`config.mk`:
```
export PLATFORM = sky130hd
export DESIGN_NAME = tpm_ctrl
export DESIGN_NICKNAME = d
export VERILOG_FILES = /design/src/rtl/tpm_pkg.sv /design/src/rtl/tpm_ctrl.sv
export SDC_FILE = /design/constraint.sdc
export NUM_CORES = 1
export LEC_CHECK = 0
export BUFFER_PORTS_ARGS = -buffer_cell sky130_fd_sc_hd__buf_2
export CAP_MARGIN = 20
export CORE_AREA = 2 2 39 41
export CTS_BUF_LIST = sky130_fd_sc_hd__clkbuf_4 sky130_fd_sc_hd__clkbuf_8 sky130_fd_sc_hd__clkbuf_16
export DETAILED_ROUTE_END_ITERATION = 6
export DIE_AREA = 0 0 41 43
export PLACE_DENSITY = 0.7
export SETUP_SLACK_MARGIN = 0.3
export SLEW_MARGIN = 20
export SYNTH_ARGS = -nofsm -noshare
export SYNTH_HDL_FRONTEND = slang
export SYNTH_SLANG_ARGS = --single-unit
```
`constraint.sdc`:
```
create_clock -name clk -period 1.7 [get_ports clk]
set_input_delay 0.085 -clock clk [delete_from_list [all_inputs] [get_ports clk]]
set_output_delay 0.085 -clock clk [all_outputs]
set_load 0.03 [all_outputs]
```
`src/rtl/tpm_pkg.sv`:
```
// ----------------------------------------------------------------------------
// tpm_pkg: shared types and codes for the trie prefix match core
// Result status codes, op codes and the command/status bundles that join
// the controller to the datapath.
// ----------------------------------------------------------------------------
package tpm_pkg;

    typedef logic [1:0] status_t;

    localparam status_t ST_MATCHED  = 2'd0;
    localparam status_t ST_NOMATCH  = 2'd1;
    localparam status_t ST_INSERTED = 2'd2;
    localparam status_t ST_FULL     = 2'd3;

    localparam logic OP_INSERT = 1'b0;
    localparam logic OP_LOOKUP = 1'b1;

    typedef struct packed {
        logic    clear;
        logic    accept;
        logic    alloc;
        logic    follow;
        logic    set_overflow;
        logic    set_query_done;
        logic    rewind;
        logic    mark_leaf;
        logic    leaf_read;
        logic    emit;
        status_t emit_status;
    } tpm_cmd_t;

    typedef struct packed {
        logic clear_last;
        logic op;
        logic last;
        logic query_done;
        logic overflow;
        logic sym_oob;
        logic link_valid;
        logic leaf_hit;
        logic pool_full;
        logic out_free;
    } tpm_sts_t;

endpackage

```
`src/rtl/tpm_ctrl.sv`:
```
// ----------------------------------------------------------------------------
// tpm_ctrl: sequencing state machine
// Runs the table clear after reset, takes one symbol beat at a time and
// decides the insert or lookup step from the datapath status.
// ----------------------------------------------------------------------------
module tpm_ctrl
    import tpm_pkg::*;
(
    input  logic     clk,
    input  logic     rst_n,
    input  logic     in_valid,
    output logic     in_ready,
    input  tpm_sts_t sts,
    output tpm_cmd_t cmd
);

    typedef enum logic [3:0] {
        S_CLEAR = 4'b0001,
        S_IDLE  = 4'b0010,
        S_EXEC  = 4'b0100,
        S_LEAF  = 4'b1000
    } state_t;

    state_t state_reg;
    state_t state_next;

    logic    ov_hit;
    logic    step_alloc;
    logic    step_follow;
    logic    step_set_ov;
    logic    step_set_qd;
    logic    step_rewind;
    logic    step_mark;
    logic    step_emit;
    logic    to_leaf;
    status_t step_code;

    assign in_ready = (state_reg == S_IDLE);

    always_comb
    begin
        ov_hit      = 1'b0;
        step_alloc  = 1'b0;
        step_follow = 1'b0;
        step_set_ov = 1'b0;
        step_set_qd = 1'b0;
        step_rewind = 1'b0;
        step_mark   = 1'b0;
        step_emit   = 1'b0;
        to_leaf     = 1'b0;
        step_code   = ST_NOMATCH;

        if (sts.op == OP_INSERT)
        begin
            ov_hit = !sts.overflow && (sts.sym_oob || (!sts.link_valid && sts.pool_full));
            if (!sts.overflow && !ov_hit)
            begin
                step_alloc  = !sts.link_valid;
                step_follow = sts.link_valid;
            end
            step_set_ov = ov_hit;
            if (sts.last)
            begin
                step_emit   = 1'b1;
                step_code   = (sts.overflow || ov_hit) ? ST_FULL : ST_INSERTED;
                step_mark   = !(sts.overflow || ov_hit);
                step_rewind = 1'b1;
            end
        end
        else
        begin
            if (!sts.query_done)
            begin
                if (sts.leaf_hit)
                begin
                    step_emit   = 1'b1;
                    step_code   = ST_MATCHED;
                    step_set_qd = 1'b1;
                end
                else if (sts.sym_oob || !sts.link_valid)
                begin
                    step_emit   = 1'b1;
                    step_code   = ST_NOMATCH;
                    step_set_qd = 1'b1;
                end
                else
                begin
                    step_follow = 1'b1;
                    to_leaf     = sts.last;
                end
            end
            step_rewind = sts.last && !to_leaf;
        end
    end

    always_comb
    begin
        cmd        = '0;
        state_next = state_reg;
        case (state_reg)
            S_CLEAR:
            begin
                cmd.clear = 1'b1;
                if (sts.clear_last)
                begin
                    state_next = S_IDLE;
                end
            end
            S_IDLE:
            begin
                if (in_valid)
                begin
                    cmd.accept = 1'b1;
                    state_next = S_EXEC;
                end
            end
            S_EXEC:
            begin
                if (!step_emit || sts.out_free)
                begin
                    cmd.alloc          = step_alloc;
                    cmd.follow         = step_follow;
                    cmd.set_overflow   = step_set_ov;
                    cmd.set_query_done = step_set_qd;
                    cmd.rewind         = step_rewind;
                    cmd.mark_leaf      = step_mark;
                    cmd.leaf_read      = to_leaf;
                    cmd.emit           = step_emit;
                    cmd.emit_status    = step_code;
                    state_next         = to_leaf ? S_LEAF : S_IDLE;
                end
            end
            S_LEAF:
            begin
                if (sts.out_free)
                begin
                    cmd.emit        = 1'b1;
                    cmd.emit_status = sts.leaf_hit ? ST_MATCHED : ST_NOMATCH;
                    cmd.rewind      = 1'b1;
                    state_next      = S_IDLE;
                end
            end
            default:
            begin
                state_next = S_CLEAR;
            end
        endcase
    end

    always_ff @(posedge clk or negedge rst_n)
    begin
        if (!rst_n)
        begin
            state_reg <= S_CLEAR;
        end
        else
        begin
            state_reg <= state_next;
        end
    end

endmodule

```
==> flow_summary.ini, run 1 <==
[status]
run_status = finished, violations left
violations = negative setup slack

[routing]
drt-total-wl_um = 1760
dr.max_layer_used = met4
vias_per_cell = 5.32
postRouteAntennaNets = 0
num_vias = 670
wl_met3_um = 67
wire_per_inst_um = 14.0
drt_iter0_drc = 10
wl_met1_um = 768
drt_drc_violations_left = 0
dr_wl_met2_um = 899
dr.pass1.iters = 2

[logic_synthesis]
ys_seq_area_share_pct = 19.6
synthSimpleGateAreaFrac_pct = 47.6
synth_seq_cells = 4
synth_cell_types = 34
yosysWarnings = 0
synth_cells = 65
synth_fa_ha_area_share_pct = 0
synth_compound_area_share_pct = 20.0
synth_flop_cell = dfrtp_1
muxShareOfSynthArea_pct = 0
synth_top_family_by_area = simple AND/OR/NAND/NOR gates
synth_edf_count = 0
syn_avg_cell_area_um2 = 7.97
synth_xor_area_share_pct = 3.38
synth_top_area_share_pct = 14.5
yosys-top-cells-area = dfrtp_1 14%, dfstp_2 5.1%, nor2_1 5.1%
async_flop_share_pct = 100
syn_area_um2 = 518
yosysTopAreaCell = dfrtp_1
synth_fp_nets = 78

[clock_tree]
cts_sinks = 4
cts-root-buf = clkbuf_4
clock_latency_ns = 0.24
cts-buffers-inserted = 3
cts-htree-levels = 1
cts_tree = done
clk_pin_slew_ns = 0.04
clockBufferDepth = 2

[placement]
dpl.hpwl_um = 1130
placed_cell_area_um2 = 787
pre_cts_ws_ns = 0.0950
portBuffers = 25
gp_congestion = 0.817

[sta]
tightest_slew_ns = 0.387
min_period_ns = 1.78
hold_violations = 0
setup_viol = 4
rsz0062_at_grt = yes
drv_slew = 0
fin_ws_ns = -0.0805
fmax_mhz = 562
slew_headroom_pct = 74.0
min_period_over_period_pct = 105
clock_skew_ns = 0.00492

[run]
cap_viol_max_count = 0

[worst_setup_path]
worstPathArrival_ns = 1.70
critPathKind = reg -> out
crit_fanout = 4
critical_path_buf_inv_count = 2
crit_path_cell_trace = nor4b_4 > o311ai_4 > buf_4 > nor4_4 > buf_4
cp.required_ns = 1.62
crit_top_cell = buf_4
cpPeakStageDelay_ns = 0.41
crit_start = state_reg[1]
crit_family = simple AND/OR/NAND/NOR gates
timing.rr.start = state_reg[1]
end_kind = primary output
cp-start-kind = register
critPathSlowestCell = dfrtp_2

[grt]
grt_pass1_vias = 694
grt_max_degree = 10
antenna_found_initial = 0
grt_usage_pct = 23.4
overflow = 0
grt_pass1_wl_um = 2930

[power]
p_sw_mw = 0.382
power_frac_clock_pct = 15.9
p_per_area_nw_per_um2 = 868
ir_drop_mv = 0.760
share_seq_of_total_power_pct = 17.0
power.leakage_nw = 0.470
p_sw_share_pct = 41.1
p_comb_share_pct = 67.1
p_int_mw = 0.549

[die]
die_h_um = 43
die_w_um = 41
io_pins = 26
floorplan.initialDensity_pct = 37.4
dieArea_um2 = 1760
coreArea_um2 = 1380
rows = 14

[finish]
fin_nets = 124
final_area_um2 = 1070
mostFrequentLayoutCells = 16 x buf_6, 15 x buf_4, 12 x buf_2
largest_register_ff_count = 4
n_antenna_cell = 0
layout_commonest_cell = buf_6
drive_gt1_share_pct = 67.3
area_growth_syn_to_layout_pct = 107

[hold_path]
hp-class = in -> async
## final timing paths
check | slack (ns) | endpoint | depth (start not counted)
max in group asynchronous | 1.32 | state_reg[0] | 2
max | -0.08 | cmd[9] | 5
min reg2reg | 0.69 | state_reg[3] | 3
min in group clk | 0.23 | state_reg[3] | 3
max reg2reg | 0.08 | state_reg[1] | 7
min | 0.18 | state_reg[3] | 2
## kinds of logic (layout without fill, tap and decap cells)
kind of cell | after synthesis | count (layout)
xor gates and xnor gates | 2 | 2
DFF | 4 | 4
and+or+nand+nor | 40 | 40
AOI/OAI and AO/OA | 13 | 13
buffers and inverters | 6 | 51
## power by group through the flow
stage	Sequential (mW)	Combinational (mW)	Clock, mW
floorplan	0.159	0.295	0
global placement	0.158	0.390	0
detailed placement	0.159	0.398	0
CTS	0.158	0.574	0.149
global route	0.161	0.671	0.162
finish	0.158	0.625	0.148
## synth_stat cells (2+ instances only)
library cell  instances
nor2_1                7
nand2_1               6
nand2b_1              4
nor3_1                4
dfrtp_1               3
inv_1                 3
nor2b_1               3
nor4_1                3
buf_6                 2
nand3_1               2
nor3b_1               2
o21ai_0               2
o21ai_1               2
or3b_1                2
## area by class of cell
class	count	area [um2]
repair buffers	44	363
well taps	16	20.0
multi-input cells	55	546
flip-flops and latches	4	103
fillers	85	312
inverters	3	11.3
clock buffers	4	30.0
## metrics by stage
stage	TNS [ns]	hold WS (ns)	utilization (%)	instances	power, mW
floorplan	0	-0.211	-	65	0.453
global placement	0	-0.110	56.9	110	0.548
detailed placement	0	-0.111	56.9	110	0.557
CTS	-0.204	0.185	72.9	123	0.880
global route	-0.680	0.184	77.5	126	0.994
finish	-0.222	0.176	77.5	126	0.931
## metal layers
metal  global-route usage (%)  vias up
li1                         -      333
met1                     33.4      317
met2                     35.0       16
met3                     3.14        4
met4                     7.33        0
met5                        0        -
## repair_timing
action	CTS	global route
pin swaps	8	3
setup buffers	8	3
resized for setup	36	10
hold buffers	1	0
setup endpoints to repair	15	15
endpoints found under the hold margin	4	0
(Power assumes the default switching activity.)
==> run 2: changes to the inputs <==
PLACE_DENSITY = 0.81   (was 0.7)
==> flow_summary.ini, run 2 (synthesis results as in run 1) <==
[status]
run_status = finished, violations left
violations = negative setup slack

[routing]
drt-total-wl_um = 1960
dr.pass1.iters = 4
postRouteAntennaNets = 0
drt_iter0_drc = 6
drt_drc_violations_left = 0
vias_per_cell = 5.43
wire_per_inst_um = 15.2
num_vias = 701

[power]
ir_drop_mv = 0.490
power.leakage_nw = 0.472
p_per_area_nw_per_um2 = 844

[sta]
min_period_ns = 1.80
clock_skew_ns = 0.00448
setup_viol = 7
tightest_slew_ns = 0.462
slew_headroom_pct = 69.1
drv_slew = 0
min_period_over_period_pct = 106
hold_violations = 0
finalSetupTns_ns = -0.262
rsz0062_at_grt = yes
fin_ws_ns = -0.0999
fmax_mhz = 556
whs_ns = 0.184

[finish]
layout_commonest_cell = buf_6
area_growth_syn_to_layout_pct = 114
drive_gt1_share_pct = 67.3
mostFrequentLayoutCells = 22 x buf_6, 12 x buf_2, 12 x buf_4, 5 x nor2_1
largest_register_ff_count = 4
n_antenna_cell = 0
fillCellCount = 90
final_cells = 129
fin_nets = 127

[worst_setup_path]
r2r-end = state_reg[1]
end_kind = primary output
cp.required_ns = 1.62
crit_path_cell_trace = nor4b_4 > o311ai_4 > a211o_1 > o21ai_4 > buf_6
timing.rr.start = state_reg[0]
crit_fanout = 3
critPathKind = reg -> out
r2r_slack_ns = 0.02
cpPeakStageDelay_ns = 0.42
critPathSlowestCell = dfrtp_2
cp-start-kind = register
reg2regPathDepth = 7
worstPathArrival_ns = 1.71

[placement]
portBuffers = 25
gp_congestion = 0.803
dpl.hpwl_um = 1180
place_inst = 110

[clock_tree]
clockBufferDepth = 2
clk_pin_slew_ns = 0.04
cts-htree-levels = 1
cts_sinks = 4
cts-buffers-inserted = 3
cts_tree = done
cts-root-buf = clkbuf_4
clock_latency_ns = 0.24

[grt]
grt_pass1_vias = 662
antenna_found_initial = 0
grt_usage_pct = 22.7
grt_pass1_wl_um = 2720
overflow = 0
grt_max_degree = 10

[run]
cap_viol_max_count = 0

[die]
io_pins = 26
dieArea_um2 = 1760
coreArea_um2 = 1380
rows = 14
floorplan.initialDensity_pct = 37.4
die_w_um = 41
die_h_um = 43

[hold_path]
hp-class = in -> async
## run 2: repair_timing
action,in CTS,in global routing
pin swaps,9,6
endpoints found under the hold margin,4,0
setup buffers,10,4
hold buffers,1,0
endpoints found under the setup margin,15,17
gates resized for setup,37,12
## run 2: per-stage QoR
stage	power, mW	instance area, um2	utilization [%]	setup slack [ns]
after floorplan	0.453	627	-	0.153
after global placement	0.553	787	56.9	0.139
after detailed placement	0.561	787	56.9	0.0990
after CTS	0.861	1030	74.5	-0.103
after global routing	0.993	1110	80.2	-0.163
final	0.937	1110	80.2	-0.0999
## run 2: report_power, final
group	total [mW]	leakage (nW)	switching, mW	internal, mW
Clock	0.150	0.0184	0.0452	0.104
Sequential	0.159	0.0495	0.0267	0.133
Combinational	0.628	0.404	0.316	0.312
Total	0.937	0.472	0.388	0.549
## run 2: worst max path at each step
stage | startpoint | endpoint
after global routing | state_reg[1] | cmd[0]
final | state_reg[1] | cmd[0]
after global placement | state_reg[1] | cmd[0]
after detailed placement | state_reg[1] | cmd[0]
after floorplan | state_reg[3] | state_reg[2]
after CTS | state_reg[1] | cmd[0]
## run 2: metal layers
metal  part of all wire (%)  track usage [%]  vias up
met2                     55             42.2       35
met4                    2.1             6.00        0
li1                       -                -      340
met1                     37             22.5      322
met3                    5.5             6.28        4
met5                      0                0        -
## run 2: area by class of cell
| class | count | area, um2 | area share (%) |
|---|---|---|---|
| Multi-Input combinational cell | 55 | 538 | 48.5 |
| Sequential cell | 4 | 103 | 9.24 |
| Inverter | 3 | 11.3 | 1.01 |
| Timing Repair Buffer | 47 | 408 | 36.8 |
| Clock buffer | 4 | 30.0 | 2.71 |
| Tap cell | 16 | 20.0 | 1.80 |
## run 2: critical path, delay by kind of cell, from the launching register on
family                 cells  cell delay (ns)
AO/OA/AOI/OAI              3             0.57
flip-flops                 1             0.42
AND/OR/NAND/NOR            1             0.33
buffers and inverters      1             0.16
==> run 3: changes to the inputs <==
--- a/constraint.sdc
+++ b/constraint.sdc
@@ -3,2 +3,2 @@
 set_output_delay 0.085 -clock clk [all_outputs]
-set_load 0.03 [all_outputs]
+set_load 0.005 [all_outputs]
==> flow_summary.ini, run 3 (synthesis results as in run 1) <==
[placement]
pre_cts_ws_ns = 0.136
dpl.hpwl_um = 1040
place_inst = 105
placed_cell_area_um2 = 641
gp_congestion = 0.753
portBuffers = 25

[finish]
fin_nets = 113
largest_register_ff_count = 4
final_area_um2 = 754
n_antenna_cell = 0
fin_util_pct = 54.5
layout_commonest_cell = buf_2
area_growth_syn_to_layout_pct = 45.7
drive_gt1_share_pct = 48.5
mostFrequentLayoutCells = 25 x buf_2, 7 x buf_4, 6 x nor2_1, 5 x nand2_1
final_cells = 115

[clock_tree]
clock_latency_ns = 0.25
cts-root-buf = clkbuf_4
clockBufferDepth = 2
cts_sinks = 4
cts_tree = done
clk_pin_slew_ns = 0.04
cts-buffers-inserted = 3
cts-htree-levels = 1

[sta]
whs_ns = 0.173
tightest_slew_ns = 0.504
min_period_ns = 1.72
min_period_over_period_pct = 101
clock_skew_ns = 0.00546
fin_ws_ns = -0.0181
setup_viol = 2
fmax_mhz = 582
drv_slew = 0
rsz0062_at_grt = yes
hold_violations = 0
slew_headroom_pct = 66.3

[grt]
grt_pass1_vias = 522
overflow = 0
grt_max_degree = 10
grt_pass1_wl_um = 2210
grt_usage_pct = 18.6
antenna_found_initial = 0

[power]
power.leakage_nw = 0.343
p_per_area_nw_per_um2 = 869
ir_drop_mv = 0.345

[die]
io_pins = 26
dieArea_um2 = 1760
die_h_um = 43
coreArea_um2 = 1380
floorplan.initialDensity_pct = 37.4
rows = 14
die_w_um = 41

[routing]
dr.pass1.iters = 4
drt_iter0_drc = 10
postRouteAntennaNets = 0
drt_drc_violations_left = 0
vias_per_cell = 5.30
wire_per_inst_um = 12.0
num_vias = 609
drt-total-wl_um = 1380

[worst_setup_path]
critPathSlowestCell = dfrtp_2
crit_fanout = 5
cp.required_ns = 1.62
critPathKind = reg -> out
end_kind = primary output
cp-start-kind = register
worstPathArrival_ns = 1.63
crit_path_cell_trace = nor4b_4 > o311ai_4 > a211o_1 > o21ai_1 > buf_2
cpPeakStageDelay_ns = 0.42

[hold_path]
hp-class = in -> async

[status]
violations = negative setup slack
run_status = finished, violations left

[run]
cap_viol_max_count = 0
## run 3: cell types whose count changed in the layout (fill, tap and decap cells not counted), moves of 2 or more
cell	previous run	this run
nor3_1	0	3
o21ai_1	0	2
nor4_4	2	0
buf_6	22	0
nor3_4	2	0
buf_4	12	7
nor2_4	3	1
nor4_1	1	3
buf_2	12	25
## run 3: layer usage
layer  up-vias  wire, um  track usage (%)
met3         3       106             3.66
met1       269       598             21.2
li1        310         -                -
met4         0        23             10.0
met2        27       651             30.6
met5         -         0                0
## run 3: final timing paths
path / startpoint / endpoint / slack (ns) / depth (start not counted)
max: state_reg[3] / cmd[0] / -0.02 / 5
min: rst_n / state_reg[2] / 0.17 / 2
max reg2reg: state_reg[3] / state_reg[1] / 0.23 / 5
min reg2reg: state_reg[0] / state_reg[0] / 0.64 / 2
max in group asynchronous: rst_n / state_reg[0] / 1.32 / 2
min in group clk: in_valid / state_reg[2] / 0.19 / 3
## run 3: worst max-delay path, delay by kind of cell, from the launching register on
kind            cells  cell delay (ns)
compound gates      3             0.50
flops               1             0.42
simple gates        1             0.35
buf+inv             1             0.12
## run 3: power by group
part / internal (mW) / switching (mW) / leakage, nW
Clock: 0.105 / 0.0526 / 0.0184
Sequential: 0.131 / 0.0437 / 0.0490
Combinational: 0.170 / 0.153 / 0.276
Total: 0.406 / 0.249 / 0.343
## run 3: cell type report
| type | count | area (um2) |
|---|---|---|
| clock buffer | 4 | 30.0 |
| fill | 134 | 629 |
| timing repair buffer | 33 | 188 |
| inverter | 3 | 11.3 |
| sequential | 4 | 103 |
| tap | 16 | 20.0 |
| multi-input combinational | 55 | 403 |
## run 3: metrics by stage
stage               power, mW  setup TNS, ns
finish                  0.655        -0.0204
global route            0.699         -0.305
CTS                     0.647        -0.0276
detailed placement      0.451              0
global placement        0.446              0
floorplan               0.374              0
## run 3: what timing repair did
action,CTS,global route
endpoints found under the hold margin,4,0
pin swaps,7,1
gates resized for setup,6,3
gates cloned,0,0
hold buffers,1,0
endpoints found under the setup margin,13,15
setup buffers,4,1
